$ cat config.mk
export PLATFORM = sky130hd
export DESIGN_NAME = flv_audio_video_demux_core
export DESIGN_NICKNAME = d
export VERILOG_FILES = /design/src/design/flvavd_pkg.sv /design/src/design/flv_audio_video_demux_core.sv
export SDC_FILE = /design/constraint.sdc
export NUM_CORES = 1
export LEC_CHECK = 0
export BUFFER_PORTS_ARGS = -buffer_cell sky130_fd_sc_hd__buf_4
export CAP_MARGIN = 30
export CORE_MARGIN = 1.5
export CORE_UTILIZATION = 39
export CTS_CLUSTER_DIAMETER = 50
export DETAILED_ROUTE_END_ITERATION = 7
export GPL_TIMING_DRIVEN = 0
export HOLD_SLACK_MARGIN = 0.08
export PLACE_DENSITY = 0.52
export REMOVE_ABC_BUFFERS = 1
export SYNTH_ARGS = -nofsm -noshare
export SYNTH_HDL_FRONTEND = slang
export SYNTH_SLANG_ARGS = --single-unit
$ cat constraint.sdc
create_clock -name clk_i -period 6.7 [get_ports clk_i]
set_input_delay 0.335 -clock clk_i [delete_from_list [all_inputs] [get_ports clk_i]]
set_output_delay 0.335 -clock clk_i [all_outputs]
set_load 0.01 [all_outputs]
$ cat src/design/flvavd_pkg.sv
// Package: shared constants and types for the FLV audio/video splitter.
package flvavd_pkg;

  localparam int unsigned ByteW      = 8;
  localparam int unsigned LenW       = 24;
  localparam int unsigned PrevW      = 25;
  localparam int unsigned RunMax     = 5;
  localparam int unsigned RunCntW    = 3;
  localparam int unsigned FileHdrLen = 9;
  localparam int unsigned TagHdrLen  = 15;
  localparam int unsigned TagOvhd    = 11;
  localparam int unsigned TypePos    = 4;
  localparam int unsigned LenPos0    = 5;
  localparam int unsigned LenPos1    = 6;
  localparam int unsigned LenPos2    = 7;

  localparam logic [ByteW-1:0] TypeAudio = 8'd8;
  localparam logic [ByteW-1:0] TypeVideo = 8'd9;

  typedef enum logic [1:0] {
    KIND_META  = 2'd0,
    KIND_AUDIO = 2'd1,
    KIND_VIDEO = 2'd2,
    KIND_OTHER = 2'd3
  } kind_e;

endpackage

$ cat src/design/flv_audio_video_demux_core.sv
// Top level: FLV byte-stream splitter into audio-only and video-only streams.
//
//  channel | direction | handshake                | payload
//  in      | input     | in_valid_i / in_ready_o   | in_byte_i, start_of_file_i
//  out     | output    | out_valid_o / out_ready_i | out_byte_o, to_audio_o,
//          |           |                           | to_video_o, last_of_run_o
//
// Parsing is done in the cycle a word is accepted; its results (0, 1 or 5)
// land in a 5-byte run buffer that drains one word per cycle while out_ready_i is high.
// Words with 0 or 1 result flow at one per cycle while out_ready_i is high; a type
// byte of an audio or video tag holds the input while its run drains.
// rst_ni clears the parser and empties the run buffer.
// A stalled output holds the buffer; the input is taken once the last word
// of the current run leaves.
module flv_audio_video_demux_core (
  input  logic       clk_i,
  input  logic       rst_ni,
  input  logic       in_valid_i,
  output logic       in_ready_o,
  input  logic [7:0] in_byte_i,
  input  logic       start_of_file_i,
  output logic       out_valid_o,
  input  logic       out_ready_i,
  output logic [7:0] out_byte_o,
  output logic       to_audio_o,
  output logic       to_video_o,
  output logic       last_of_run_o
);
  import flvavd_pkg::*;

  typedef enum logic [1:0] {
    PH_FILE   = 2'd0,
    PH_TAGHDR = 2'd1,
    PH_BODY   = 2'd2
  } phase_e;

  localparam int unsigned BufW = RunMax * ByteW;

  phase_e            phase_q, phase_d;
  logic [LenW-1:0]   pos_q, pos_d;
  kind_e             kind_q, kind_d;
  logic [LenW-1:0]   body_q, body_d;
  logic [PrevW-1:0]  aprev_q, aprev_d;
  logic [PrevW-1:0]  vprev_q, vprev_d;
  logic              ftd_q, ftd_d;

  logic [BufW-1:0]    buf_q, buf_d;
  logic [RunCntW-1:0] cnt_q, cnt_d;
  logic               to_audio_q, to_audio_d;
  logic               to_video_q, to_video_d;

  // effective state after an optional restart
  phase_e           cur_phase;
  logic [LenW-1:0]  cur_pos;
  kind_e            cur_kind;
  logic [LenW-1:0]  cur_body;
  logic [PrevW-1:0] cur_aprev;
  logic [PrevW-1:0] cur_vprev;
  logic             cur_ftd;

  logic [RunCntW-1:0] res_n;
  logic [BufW-1:0]    res_word;
  logic               res_a, res_v;
  logic [LenW-1:0]    pos_inc;
  logic [PrevW-1:0]   sz;

  logic in_acc, out_acc;

  assign out_valid_o   = (cnt_q != '0);
  assign in_ready_o    = (cnt_q == '0) || ((cnt_q == RunCntW'(1)) && out_ready_i);
  assign in_acc        = in_valid_i && in_ready_o;
  assign out_acc       = out_valid_o && out_ready_i;
  assign out_byte_o    = buf_q[BufW-1 -: ByteW];
  assign to_audio_o    = to_audio_q;
  assign to_video_o    = to_video_q;
  assign last_of_run_o = (cnt_q == RunCntW'(1));

  always_comb begin
    cur_phase = start_of_file_i ? PH_FILE    : phase_q;
    cur_pos   = start_of_file_i ? '0         : pos_q;
    cur_kind  = start_of_file_i ? KIND_META  : kind_q;
    cur_body  = start_of_file_i ? '0         : body_q;
    cur_aprev = start_of_file_i ? '0         : aprev_q;
    cur_vprev = start_of_file_i ? '0         : vprev_q;
    cur_ftd   = start_of_file_i ? 1'b0       : ftd_q;

    phase_d  = cur_phase;
    pos_d    = cur_pos;
    kind_d   = cur_kind;
    body_d   = cur_body;
    aprev_d  = cur_aprev;
    vprev_d  = cur_vprev;
    ftd_d    = cur_ftd;
    res_n    = '0;
    res_a    = 1'b0;
    res_v    = 1'b0;
    res_word = {in_byte_i, {(BufW-ByteW){1'b0}}};
    pos_inc  = cur_pos + LenW'(1);
    sz       = '0;

    unique case (cur_phase)
      PH_TAGHDR: begin
        if (!cur_ftd) begin
          kind_d = KIND_META;
          res_n  = RunCntW'(1);
          res_a  = 1'b1;
          res_v  = 1'b1;
        end else if (cur_pos == LenW'(TypePos)) begin
          if (in_byte_i == TypeAudio) begin
            kind_d = KIND_AUDIO;
            sz     = cur_aprev;
            res_a  = 1'b1;
          end else if (in_byte_i == TypeVideo) begin
            kind_d = KIND_VIDEO;
            sz     = cur_vprev;
            res_v  = 1'b1;
          end else begin
            kind_d = KIND_OTHER;
          end
          if (kind_d != KIND_OTHER) begin
            res_n    = RunCntW'(RunMax);
            res_word = {7'd0, sz, in_byte_i};
          end
        end else if (cur_pos > LenW'(TypePos)) begin
          res_n = (cur_kind == KIND_OTHER) ? '0 : RunCntW'(1);
          res_a = (cur_kind == KIND_META) || (cur_kind == KIND_AUDIO);
          res_v = (cur_kind == KIND_META) || (cur_kind == KIND_VIDEO);
        end
        if (cur_pos == LenW'(LenPos0)) begin
          body_d = LenW'(in_byte_i);
        end else if (cur_pos == LenW'(LenPos1) || cur_pos == LenW'(LenPos2)) begin
          body_d = {cur_body[LenW-ByteW-1:0], in_byte_i};
        end
        pos_d = pos_inc;
        if (pos_inc >= LenW'(TagHdrLen)) begin
          if (!cur_ftd) begin
            aprev_d = PrevW'(body_d) + PrevW'(TagOvhd);
            vprev_d = PrevW'(body_d) + PrevW'(TagOvhd);
            ftd_d   = 1'b1;
          end else if (kind_d == KIND_AUDIO) begin
            aprev_d = PrevW'(body_d) + PrevW'(TagOvhd);
          end else if (kind_d == KIND_VIDEO) begin
            vprev_d = PrevW'(body_d) + PrevW'(TagOvhd);
          end
          phase_d = (body_d == '0) ? PH_TAGHDR : PH_BODY;
          pos_d   = '0;
        end
      end
      PH_BODY: begin
        res_n = (cur_kind == KIND_OTHER) ? '0 : RunCntW'(1);
        res_a = (cur_kind == KIND_META) || (cur_kind == KIND_AUDIO);
        res_v = (cur_kind == KIND_META) || (cur_kind == KIND_VIDEO);
        pos_d = pos_inc;
        if (pos_inc >= cur_body) begin
          phase_d = PH_TAGHDR;
          pos_d   = '0;
        end
      end
      default: begin
        phase_d = PH_FILE;
        res_n   = RunCntW'(1);
        res_a   = 1'b1;
        res_v   = 1'b1;
        pos_d   = pos_inc;
        if (pos_inc >= LenW'(FileHdrLen)) begin
          phase_d = PH_TAGHDR;
          pos_d   = '0;
        end
      end
    endcase
  end

  always_comb begin
    buf_d      = buf_q;
    cnt_d      = cnt_q;
    to_audio_d = to_audio_q;
    to_video_d = to_video_q;
    if (out_acc) begin
      buf_d = {buf_q[BufW-ByteW-1:0], {ByteW{1'b0}}};
      cnt_d = cnt_q - RunCntW'(1);
    end
    if (in_acc) begin
      cnt_d = res_n;
      if (res_n != '0) begin
        buf_d      = res_word;
        to_audio_d = res_a;
        to_video_d = res_v;
      end
    end
  end

  always_ff @(posedge clk_i or negedge rst_ni) begin
    if (!rst_ni) begin
      phase_q    <= PH_FILE;
      pos_q      <= '0;
      kind_q     <= KIND_META;
      body_q     <= '0;
      aprev_q    <= '0;
      vprev_q    <= '0;
      ftd_q      <= 1'b0;
      buf_q      <= '0;
      cnt_q      <= '0;
      to_audio_q <= 1'b0;
      to_video_q <= 1'b0;
    end else begin
      buf_q      <= buf_d;
      cnt_q      <= cnt_d;
      to_audio_q <= to_audio_d;
      to_video_q <= to_video_d;
      if (in_acc) begin
        phase_q <= phase_d;
        pos_q   <= pos_d;
        kind_q  <= kind_d;
        body_q  <= body_d;
        aprev_q <= aprev_d;
        vprev_q <= vprev_d;
        ftd_q   <= ftd_d;
      end
    end
  end

  a_cnt_range: assert property (@(posedge clk_i) disable iff (!rst_ni)
    cnt_q <= RunCntW'(RunMax))
    else $error("run count out of range");

  a_busy_blocks_in: assert property (@(posedge clk_i) disable iff (!rst_ni)
    (cnt_q > RunCntW'(1)) |-> !in_ready_o)
    else $error("input taken while run pending");

  a_has_stream: assert property (@(posedge clk_i) disable iff (!rst_ni)
    out_valid_o |-> (to_audio_q || to_video_q))
    else $error("word with no target stream");

  a_body_nonzero: assert property (@(posedge clk_i) disable iff (!rst_ni)
    (phase_q == PH_BODY) |-> (body_q != '0))
    else $error("body phase with empty body");

endmodule
* After elaboration in Yosys (flattened, before gate mapping)
Index checks and enable logic that the tools add are counted.
** Word-level totals
- Bits in registers :: 148
- Bits of input ports :: 13
** Operators by class
- Reductions and logical operators :: 14
- $lt $le $gt $ge :: 4
- Equal/unequal tests :: 15
- Mux-type cells :: 68
- Add/sub/neg operators :: 3
** Operators by type and width (number)
- 25-bit two-way mux :: 13
- 40-bit two-way mux :: 7
- 24-bit two-way mux :: 9
- 24-bit by 3-bit equality test with 1-bit output (second input constant) :: 4
- 24-bit by 4-bit >= comparator with 1-bit output (second input constant) :: 2
- 24-bit case mux with 2 select lines :: 1
- 2-bit two-way mux :: 13
- 24-bit by 4-bit adder with 25-bit output (second input constant) :: 1
- 24-bit by 1-bit adder with 24-bit output (second input constant) :: 1
- 24-bit >= comparator :: 1
- 24-bit by 3-bit > comparator with 1-bit output (second input constant) :: 1
- 24-bit zero test :: 1
- 8-bit by 4-bit equality test with 1-bit output (second input constant) :: 2
- 1-bit two-way mux :: 16
- 3-bit two-way mux :: 5
- 2-bit equality test (second input constant) :: 4
- 2-bit by 1-bit equality test with 1-bit output (second input constant) :: 3
- 3-bit case mux with 2 select lines :: 1
- 3-bit nonzero test :: 2
- 1-bit logical OR :: 4
- 1-bit case mux with 2 select lines :: 2
- 2-bit case mux with 2 select lines :: 1
- 3-bit by 1-bit equality test with 1-bit output (second input constant) :: 1
- 1-bit logical AND :: 3
- other kinds (6) :: 6

* Longest topological paths before layout
Gate-level depths: netlist of the first run.
- Depth in word-level cells :: 15
- Mapped depth :: 24
- Depth with buffers taken out :: 19

* Worst setup path before layout of the first run
OpenSTA, ideal clock, no wires.
- Path type :: input to register
- Start point :: in start_of_file_i
- End point :: reg pos_q[6]
- Library setup time :: 110 ps
- Data arrival time :: 5337 ps
- Required time :: 6590 ps
- Cell stages on the path :: 24
- Path slack :: 1253 ps
- Path buffers :: 5
- Cell sequence :: clkbuf_1 clkinv_1 clkbuf_1 clkbuf_1 buf_1 nand2_1 inv_1 ha_1 and4b_1 nand4b_1 or4_1 and2_1 nor2_1 ha_1 and4_1 nand2_1 o211ai_1 a2111oi_0 o211ai_1 a22oi_1 a221oi_1 or2_2 clkbuf_1 o41ai_1
** On the way
- Longest elaborated chain between the ends :: 5
** Ends and longest elaborated chain
- start, declared :: line flv_audio_video_demux_core.sv:21 : input logic start_of_file_i,
- 24-bit two-way mux :: line flv_audio_video_demux_core.sv:80 : cur_pos = start_of_file_i ? '0 : pos_q;
- 24-bit by 1-bit adder with 24-bit output :: line flv_audio_video_demux_core.sv:98 : pos_inc = cur_pos + LenW'(1);
- 24-bit by 4-bit >= comparator with 1-bit output (tied with other cells) :: line flv_audio_video_demux_core.sv:165 : if (pos_inc >= LenW'(FileHdrLen)) begin
- 24-bit two-way mux (on tied branches) :: line flv_audio_video_demux_core.sv:165, flv_audio_video_demux_core.sv:135, flv_audio_video_demux_core.sv:154
- 24-bit case mux with 2 select lines * :: line flv_audio_video_demux_core.sv:101 : unique case (cur_phase)
- end signal, assigned :: line flv_audio_video_demux_core.sv:212 : pos_q <= pos_d;
- end, declared :: line flv_audio_video_demux_core.sv:40 : logic [LenW-1:0] pos_q, pos_d;
Every way passes the cells marked *; elsewhere a longest branch is shown, timed or not.
A chain may end at the register's enable or synchronous reset.

* Worst setup path after layout of the first run
- Start point :: in start_of_file_i
- End point :: reg pos_q[8]
The elaborated chain is that of the path after synthesis.

==> results of run 1 <==
[cells in the final DEF (no fill, tap or decap), types with 5 or more instances in the layout]
master and instances:
ha_1 35, a22o_1 8, and3_1 12, nor2_1 57, buf_4 26, mux2_2 5, a211oi_1 7, xnor2_1 27
o31ai_1 24, and4_1 5, a211o_1 6, nand3b_1 5, o211ai_1 5, a31oi_1 10, nor4_1 13, nand4_1 13
inv_1 21, a22oi_1 27, nor3_1 22, nor2b_1 15, nand2b_1 9, nand2_1 125, or3_1 30, o21a_1 6
clkbuf_16 17, or4_1 8, o21ai_0 130, mux2i_1 39, xor2_1 11, dfrtp_1 148, nand3_1 73, a21oi_1 37
or2_2 6
[area by class of cell]
class / instances / share of cell area [%]
multi-input combinational: 849 / 50.5
sequential: 148 / 34.8
timing repair buffer: 43 / 4.54
clock buffer: 17 / 3.99
tap: 319 / 3.75
clock inverter: 15 / 1.67
inverter: 22 / 0.775
[power breakdown]
group	switching [uW]	internal (uW)	total, uW
Combinational	438	243	681
Clock	474	506	981
Sequential	56.6	962	1020
[registers in the layout, indices dropped and copies added, names as in the netlist, 2 cells and up]
register / flops
body_q: 24
phase_q: 2
pos_q: 24
vprev_q: 25
aprev_q: 25
buf_q: 40
kind_q: 2
cnt_q: 3
[worst paths after layout]
| kind | startpoint | to | depth (start not counted) |
|---|---|---|---|
| worst max-delay path | start_of_file_i | pos_q[8] | 21 |
| worst min-delay path | in_byte_i[2] | body_q[2] | 2 |
| worst max register to register | pos_q[0] | pos_q[8] | 18 |
| worst min register to register | body_q[14] | body_q[14] | 2 |
| max in group asynchronous | rst_ni | vprev_q[19] | 3 |
| min in group asynchronous | rst_ni | cnt_q[1] | 2 |
[routing by layer]
layer / GRT usage, % / wire length [um] / vias up
li1: - / - / 4006
met2: 34.4 / 12600 / 193
met5: 0 / 0 / -
met3: 3.80 / 1380 / 21
met4: 5.79 / 325 / 0
met1: 33.4 / 13800 / 4030
[through the flow]
| stage | worst slack (ps) | util, % | instance area [sq um] |
|---|---|---|---|
| final | 425 | 45.0 | 10700 |
| after global routing | 34.8 | 45.0 | 10700 |
| after CTS | 517 | 45.0 | 10700 |
| after detailed placement | 107 | 42.4 | 10000 |
| after global placement | -1540 | 41.0 | 9700 |
| after floorplan | 1550 | - | 9110 |
[critical path, stage by stage]
cell and delay, ps:
buf_4 320, clkinv_1 320, buf_12 230, nand2_1 170, inv_1 200, ha_1 340
and4b_1 290, nand3_1 360, or4_1 580, a21oi_1 350, ha_1 290, and4_1 210
nand2_1 80, o211ai_1 110, a2111oi_0 370, o211ai_1 210, a22oi_1 630, a221oi_2 240
buf_4 270, or4_1 480, o21ai_0 190
[what timing repair did]
| action | 4_1_cts | 5_1_grt |
|---|---|---|
| hold endpoints to repair | 47 | 0 |
| hold buffers | 1 | 0 |
| setup buffers | 0 | 0 |
[logic make-up (layout without fill, tap and decap cells)]
group / Yosys count / after routing
xor+xnor: 38 / 38
compound gates: 311 / 311
fa+ha+maj: 35 / 35
mux: 44 / 44
flops: 148 / 148
buf+inv: 116 / 97
simple gates: 421 / 421
==> key figures, run 1 <==
Outcome
  • Status: complete, no violations

Route
  • Avg WL per Cell: around 20 um
  • Via count: between 8000 and 9000
  • Drt pass-1 iters: 8
  • Post-route ant nets: 0
  • Vias per cell: between 5 and 6
  • DRT iter0 DRCs: between 700 and 800
  • Drt drc: 0
  • WL final: 28100 um

Die
  • Die ar.: between 20000 and 30000 sq um
  • Core Area: between 20000 and 25000 sq um
  • Row count: 56
  • DIE WIDTH: 159 um
  • IO Count: 26
  • Initial Util: between 40% and 50%
  • Die H: between 150 and 200 um

Worst setup path
  • Setup CP Type: in -> reg
  • Worst EP arrival: ~6600 ps
  • Flop2flop setup slack: 770 ps
  • Critical Path Start Type: primary input
  • Type of destination of the critical path: flip-flop
  • CP max FO: a little over 60
  • Data required time of the worst path: 7050 ps

Layout
  • ANT cells: 0
  • Nets: 1129
  • Non-Filler Instances: between 1000 and 1500
  • Multi-input logic area: around 5400 sq um
  • Fillers: 2405
  • Share of layout cells above drive strength 1: 9.96%
  • Register area: approximately 3700 sq um
  • Syn-to-layout area delta: 12.1%

Synth
  • Compound-cell area share of the yosys netlist: slightly above 20%
  • Main combinational cell family by area after synthesis: simple AND/OR/NAND/NOR gates
  • Most used flip-flop cell after synthesis: dfrtp_1
  • Mapped Cells: between 1000 and 1500
  • Async S/R FF share, synth: 100%
  • Top post-synthesis cells by area: dfrtp_1, o21ai_0, nand2_1, ha_1, mux2i_1
  • Sequential area share after synthesis: 39.0%
  • Post-synth top area cell: dfrtp_1
  • Synth Warn #: 0
  • Post-synth top cells: dfrtp_1, o21ai_0, nand2_1
  • Synthesized cell area: 9510 sq um
  • Synth top area share: around two fifths
  • Mux contribution to synthesized area: around 4.7%
  • Yosys reg bits: ~150
  • Top-count cell post-synth: dfrtp_1
  • Post-Synth Adder-Cell Area: under 10%
  • Xor and xnor fraction of the mapped netlist area: 3.50%
  • Post-synthesis simple-gate area fraction: a little under a quarter
  • Synth cell types: 72
  • Syn avg cell area: around 8.5 sq um
  • Number of synthesized flops with an enable pin: 0

Power and ir drop
  • Pwr dens: ~250 nW/um^2
  • Peak VDD IR: roughly 0.15 mV
  • Final Total Pwr: ~2700 uW
  • Lkg Pwr: between 0.004 and 0.005 uW

Placement
  • Inst Count DP: roughly 1400
  • PortBufs: 25
  • Placer Congestion: 0.852
  • Hpwl dp: approximately 20000 um

CTS
  • Htree depth: 4
  • CTS Buf Count: 17
  • Clk pin slew, worst setup/hold paths: roughly 70 ps
  • Clock Sink Count: approximately 150
  • CTS Buffer Depth: 2
  • Post-CTS sizing: 0
  • Clock Latency Late Sink: roughly 440 ps
  • Clk root buf: clkbuf_16
  • TritonCTS clock tree: built

Timing
  • Max-slew headroom: between 20% and 30%
  • Final hold violations: 0
  • Max Clock Freq: 159 MHz
  • WHS: between 150 and 200 ps
  • RSZ-0062 raised after global routing: no
  • Final Skew: ~19 ps
  • Period utilization: 93.7%
  • Final setup vio count: 0
  • Period minus WS final: roughly 6300 ps
  • Max-slew violation count: 0
  • Worst-margin pin slew: between 1000 and 1500 ps
  • Post-Route Setup TNS: 0 ps

GRT
  • Initial antenna violation count: 0
  • Number of global-route vias before repair: 7788
  • GRT Total Usage: between 20% and 30%
  • First-pass GRT wire length: between 40000 and 50000 um
  • Largest net degree at the start of global routing: roughly 100
  • Global route overflow: 0

Hold path
  • HP Class: in -> reg

Run
  • MaxCap Viol Count: 0
Note: power is estimated with default switching activity, not from simulation.
==> run 2, diff against run 1 <==
==> constraint.sdc (replaced) <==
create_clock -name clk_i -period 6.7 [get_ports clk_i]
set_input_delay 0.67 -clock clk_i [delete_from_list [all_inputs] [get_ports clk_i]]
set_output_delay 0.67 -clock clk_i [all_outputs]
set_load 0.01 [all_outputs]
==> run 2 against run 1 <==
  * Critical endpoint unchanged
  * First-iteration DRC count shrank 3.6%
  * Clock power about the same
  * Fmax grew 1.8%
  * Cell count about the same
==> key figures, run 2 (synthesized netlist as in run 1, its figures left out) <==
Layout
  • Share of layout cells above drive strength 1: 10.2%
  • Commonest non-fill, non-tap cell in the layout: dfrtp_1
  • Largest registers: buf_q x40, aprev_q x25, vprev_q x25
  • Reg with most FFs: buf_q
  • Most frequent cells in the layout: dfrtp_1, o21ai_0, nand2_1, nand3_1, nor2_1
  • Nets: about 1100
  • Syn-to-layout area delta: 12.2%
  • ANT cells: 0
  • Largest register FFs: 40
  • Final Core Density: between 40% and 50%

Worst setup path
  • Data required time of the worst path: around 7100 ps
  • R2R depth: 19
  • Slowest CP cell: or4_1
  • Crit path to: pos_q[8]
  • WP depth: 22
  • Reg2Reg Capture Point: pos_q[8]
  • Type of destination of the critical path: flip-flop
  • CP Buf/Inv Count: 6
  • Worst r2r src: pos_q[0]
  • Flop2flop setup slack: approximately 1200 ps
  • Largest stage delay on the critical path: around 590 ps
  • CP max FO: between 60 and 70
  • Critical-path cell list: buf_4 > clkinv_1 > buf_12 > nand2_1 > inv_1 > ha_1 > and4b_1 > nand3_1 > or4_1 > a21oi_1 > ha_1 > and4_1 > nand2_1 > o211ai_1 > a2111oi_0 > o211ai_1 > a22oi_2 > buf_4 > a221oi_2 > buf_4 > or4_1 > o21ai_0
  • Setup CP Type: in -> reg
  • Top delay family on crit path: simple AND/OR/NAND/NOR gates
  • Most used cell, CP: buf_4
  • Origin of the worst setup path: start_of_file_i
  • Worst EP arrival: between 6000 and 7000 ps
  • Critical Path Start Type: primary input

Timing
  • RSZ-0062 raised after global routing: no
  • Worst-margin pin slew: 1050 ps
  • WHS: around 130 ps
  • Final Skew: approximately 14 ps
  • Max Clock Freq: around 160 MHz
  • Period minus WS final: 6160 ps
  • Max-slew headroom: between 20% and 30%
  • Post-Route Setup TNS: 0 ps
  • Final setup vio count: 0
  • Period utilization: approximately nine tenths
  • Max-slew violation count: 0
  • Final hold violations: 0

CTS
  • TritonCTS clock tree: built
  • CTS Buffer Depth: 2
  • Clock Sink Count: about 150
  • Htree depth: 4
  • Clk root buf: clkbuf_16
  • Post-CTS Hold Buffers: 0
  • Clock Latency Late Sink: 440 ps
  • Clk pin slew, worst setup/hold paths: approximately 80 ps
  • CTS Buf Count: 17

Power and ir drop
  • Peak VDD IR: around 0.15 mV
  • Pwr dens: approximately 250 nW/um^2
  • Lkg Pwr: ~0.0044 uW

Die
  • Die H: roughly 160 um
  • IO Count: 26
  • Row count: 56
  • Core Area: approximately 24000 sq um
  • Initial Util: about two fifths
  • Die ar.: between 20000 and 30000 sq um
  • DIE WIDTH: 159 um

GRT
  • First-pass GRT wire length: about 46000 um
  • GRT Total Usage: a little under a quarter
  • Global route overflow: 0
  • Largest net degree at the start of global routing: between 100 and 150
  • Number of global-route vias before repair: around 8000
  • Initial antenna violation count: 0

Placement
  • Placer Congestion: ~0.85
  • Hpwl dp: 19600 um
  • PortBufs: 25

Outcome
  • Status: complete, no violations

Route
  • WL final: between 20000 and 30000 um
  • Drt pass-1 iters: 6
  • Via count: 8312
  • Vias per cell: 5.88
  • Avg WL per Cell: 19.8 um
  • DRT iter0 DRCs: approximately 710
  • Post-route ant nets: 0
  • Drt drc: 0

Hold path
  • HP Class: in -> async

Run
  • MaxCap Viol Count: 0
run 2: changes by cell type in the layout (fill, tap and decap cells not counted), sizes merged:
| cell | previous run | this run |
|---|---|---|
| dlygate4sd3 | 1 | 0 |
| buf | 42 | 44 |
run 2: layout make-up:
cell class / instances / area [sq um]
sequential: 148 / 3700
multi-input combinational: 849 / 5390
fill: 2405 / 13000
clock buffer: 17 / 425
tap: 319 / 399
clock inverter: 15 / 178
inverter: 22 / 82.6
timing repair buffer: 44 / 489
run 2: where the power goes:
| part | switching (uW) | leakage [uW] | internal, uW |
|---|---|---|---|
| clock | 474 | 0.000291 | 506 |
| combinational | 441 | 0.00210 | 252 |
| sequential | 56.6 | 0.00204 | 962 |
run 2: through the flow:
step	power (uW)	std cells	setup WS, ps	instance area, sq um
floorplan	1400	1019	1210	9110
global placement	1650	1363	-1880	9700
global route	2840	1414	134	10700
CTS	2710	1412	182	10600
detailed placement	1720	1380	-228	10000
finish	2690	1414	539	10700
run 2: repair_timing:
action,4_1_cts,5_1_grt
hold endpoints to repair,0,0
gates resized for setup,0,1
buffers inserted,0,2
endpoints found under the setup margin,0,9
run 2: routing by layer:
metal  part of all wire, %  vias to the layer above  track usage, %
met4                   1.3                        0            5.79
met5                     0                        -               0
li1                      -                     4018               -
met2                    45                      221            34.4
met1                    49                     4047            33.4
met3                   5.6                       26            3.80
run 2: worst register-to-register path: stages, from the launching register on:
cell	delay [ps]
dfrtp_1	430
nand2_1	180
inv_1	200
ha_1	330
and4b_1	280
nand3_1	360
or4_1	590
a21oi_1	340
ha_1	290
and4_1	210
nand2_1	80
o211ai_1	110
a2111oi_0	370
o211ai_1	220
a22oi_2	160
buf_4	170
a221oi_2	120
buf_4	270
or4_1	480
o21ai_0	180
run 2: worst min-delay path by stage:
stage / slack (ps) / cells after the start / to / from
after global placement: 460 / 2 / ftd_q / ftd_q
after CTS: 140 / 1 / cnt_q[1] / rst_ni
after detailed placement: 460 / 2 / body_q[14] / body_q[14]
final: 130 / 1 / cnt_q[1] / rst_ni
after global routing: 150 / 1 / cnt_q[1] / rst_ni
after floorplan: 370 / 0 / aprev_q[0] / rst_ni
==> run 3, diff against run 2 <==
--- a/config.mk
+++ b/config.mk
@@ -13,7 +13,7 @@
 export DETAILED_ROUTE_END_ITERATION = 7
 export GPL_TIMING_DRIVEN = 0
 export HOLD_SLACK_MARGIN = 0.08
-export PLACE_DENSITY = 0.52
+export PLACE_DENSITY = 0.54
 export REMOVE_ABC_BUFFERS = 1
 export SYNTH_ARGS = -nofsm -noshare
 export SYNTH_HDL_FRONTEND = slang
==> constraint.sdc (replaced) <==
create_clock -name clk_i -period 5.6 [get_ports clk_i]
set_input_delay 0.56 -clock clk_i [delete_from_list [all_inputs] [get_ports clk_i]]
set_output_delay 0.56 -clock clk_i [all_outputs]
set_load 0.05 [all_outputs]
==> run 3 against run 2 <==
  * Sequential share of layout area fell by 0.24 points
  * Flip-flop and latch count did not move
  * Routed wire length rose by 0.42%
  * Combinational power rose by 37%
  * Die area did not move
  * Core utilization rose by 0.32 points
  * Power rose by 24%
  * Count of clock-buffer cells in the layout did not move
  * Register-to-register slack got worse by 840 ps
  * Global-route usage fell by 0.22 points
  * Critical path type unchanged
  * Largest power group unchanged
==> key figures, run 3 (synthesized netlist as in run 1, its figures left out) <==
Outcome
  • Status: complete, no violations

Worst setup path
  • Setup CP Type: in -> reg
  • Critical-path cell list: buf_6 > clkinv_4 > nand2_1 > inv_2 > ha_2 > and4b_1 > nand4b_1 > or4_1 > and2_1 > nor2_1 > ha_1 > and4_1 > nand2_1 > o211ai_1 > a2111oi_1 > o211ai_1 > a22oi_2 > buf_4 > a221oi_2 > buf_4 > or4_1 > o21ai_0
  • R2R depth: 17
  • Type of destination of the critical path: flip-flop
  • Largest stage delay on the critical path: slightly below 600 ps
  • Worst EP arrival: between 5000 and 6000 ps
  • CP Buf/Inv Count: 5
  • Worst r2r src: pos_q[2]
  • Crit path to: pos_q[8]
  • Reg2Reg Capture Point: pos_q[8]
  • Flop2flop setup slack: 380 ps
  • Critical Path Start Type: primary input
  • Origin of the worst setup path: start_of_file_i
  • CP max FO: 61
  • Data required time of the worst path: around 6000 ps
  • Top delay family on crit path: simple AND/OR/NAND/NOR gates
  • WP depth: 22
  • Slowest CP cell: or4_1

Route
  • Vias per cell: 5.89
  • WL final: 28100 um
  • Via count: roughly 8400
  • Avg WL per Cell: a little under 20 um
  • DRT iter0 DRCs: 733
  • Drt pass-1 iters: 5
  • Drt drc: 0
  • Post-route ant nets: 0

Timing
  • Final hold violations: 0
  • Setup slack after layout: around 290 ps
  • Final Skew: roughly 22 ps
  • Period minus WS final: between 5000 and 6000 ps
  • RSZ-0062 raised after global routing: no
  • Period utilization: between 90 and 100%
  • Max-slew violation count: 0
  • Worst-margin pin slew: roughly 1100 ps
  • Max-slew headroom: around 27%
  • Max Clock Freq: around 190 MHz
  • Final setup vio count: 0
  • Post-Route Setup TNS: 0 ps

Layout
  • Most frequent cells in the layout: dfrtp_1, o21ai_0, nand2_1, nand3_1, nor2_1
  • Largest register FFs: 40
  • Largest registers: buf_q x40, aprev_q x25, vprev_q x25
  • Reg with most FFs: buf_q
  • Share of layout cells above drive strength 1: between 10% and 20%
  • Nets: 1134
  • Commonest non-fill, non-tap cell in the layout: dfrtp_1
  • Syn-to-layout area delta: 13.0%
  • ANT cells: 0

GRT
  • Largest net degree at the start of global routing: 93
  • First-pass GRT wire length: 45300 um
  • Global route overflow: 0
  • Number of global-route vias before repair: 7891
  • Initial antenna violation count: 0
  • GRT Total Usage: ~22%

CTS
  • CTS Buf Count: 17
  • Clk pin slew, worst setup/hold paths: around 70 ps
  • CTS Buffer Depth: 2
  • Htree depth: 4
  • Clock Sink Count: 148
  • Clk root buf: clkbuf_16
  • TritonCTS clock tree: built
  • Clock Latency Late Sink: between 400 and 500 ps

Die
  • Core Area: 23700 sq um
  • IO Count: 26
  • Row count: 56
  • Initial Util: about two fifths
  • Die H: approximately 160 um
  • DIE WIDTH: ~160 um
  • Die ar.: between 20000 and 30000 sq um

Power and ir drop
  • Pwr dens: between 300 and 400 nW/um^2
  • Final Total Pwr: around 3300 uW
  • Lkg Pwr: around 0.0045 uW
  • Peak VDD IR: 0.214 mV

Placement
  • PortBufs: 25
  • Setup WS pre-CTS: -1210 ps
  • Hpwl dp: 19800 um
  • Placer Congestion: roughly 0.87

Hold path
  • HP Class: in -> reg
  • Worst Min Path Start: in_byte_i[4]

Run
  • MaxCap Viol Count: 0
==> run 3: cell count changes in the layout (fill, tap and decap cells not counted), moves of 2 or more <==
cell      delta
buf_4        +2
buf_6        +2
clkinv_4     +2
inv_6        -2
==> run 3: repair_timing <==
item / CTS / global route
hold buffers: 1 / 0
buffers inserted: 2 / 2
pin swaps: 1 / 1
resized for setup: 5 / 5
endpoints found under the setup margin: 54 / 8
endpoints found under the hold margin: 12 / 0
==> run 3: how the worst min path moves through the flow <==
| stage | endpoint | cells after the start |
|---|---|---|
| 2_1_floorplan | aprev_q[0] | 0 |
| 3_3_place_gp | ftd_q | 2 |
| 3_5_place_dp | ftd_q | 2 |
| 4_1_cts | body_q[2] | 2 |
| 5_1_grt | body_q[2] | 2 |
| 6_report | body_q[4] | 2 |
==> run 3: layout make-up <==
class | count | area [sq um]
Tap cell | 319 | 399
Multi-Input combinational cell | 849 | 5400
Clock inverter | 15 | 180
Timing Repair Buffer | 48 | 539
Inverter | 22 | 87.6
Sequential cell | 148 | 3700
Fill cell | 2364 | 12900
Clock buffer | 17 | 425
==> run 3: where the power goes <==
part	switching (uW)	total, uW	internal, uW	leakage (uW)
logic	642	946	304	0.00213
clock network	568	1170	605	0.000292
registers	70.5	1220	1150	0.00204
total	1280	3340	2060	0.00446
==> run 3: per-layer routing <==
metal  vias up  share of wire [%]  GRT usage (%)
li1       4024                  -              -
met1      4065                 48           32.7
met2       230                 46           34.2
met3        33                5.1           4.32
met4         0                1.3           5.66
met5         -                  0              0
==> run 3: per-stage QoR <==
stage	util, %	instances	instance area [sq um]	hold slack, ps
4_1_cts	45.1	1415	10700	406
5_1_grt	45.3	1418	10700	414
6_report	45.3	1418	10700	424
3_5_place_dp	42.4	1380	10000	468
3_3_place_gp	41.0	1363	9700	456
2_1_floorplan	-	1019	9110	264
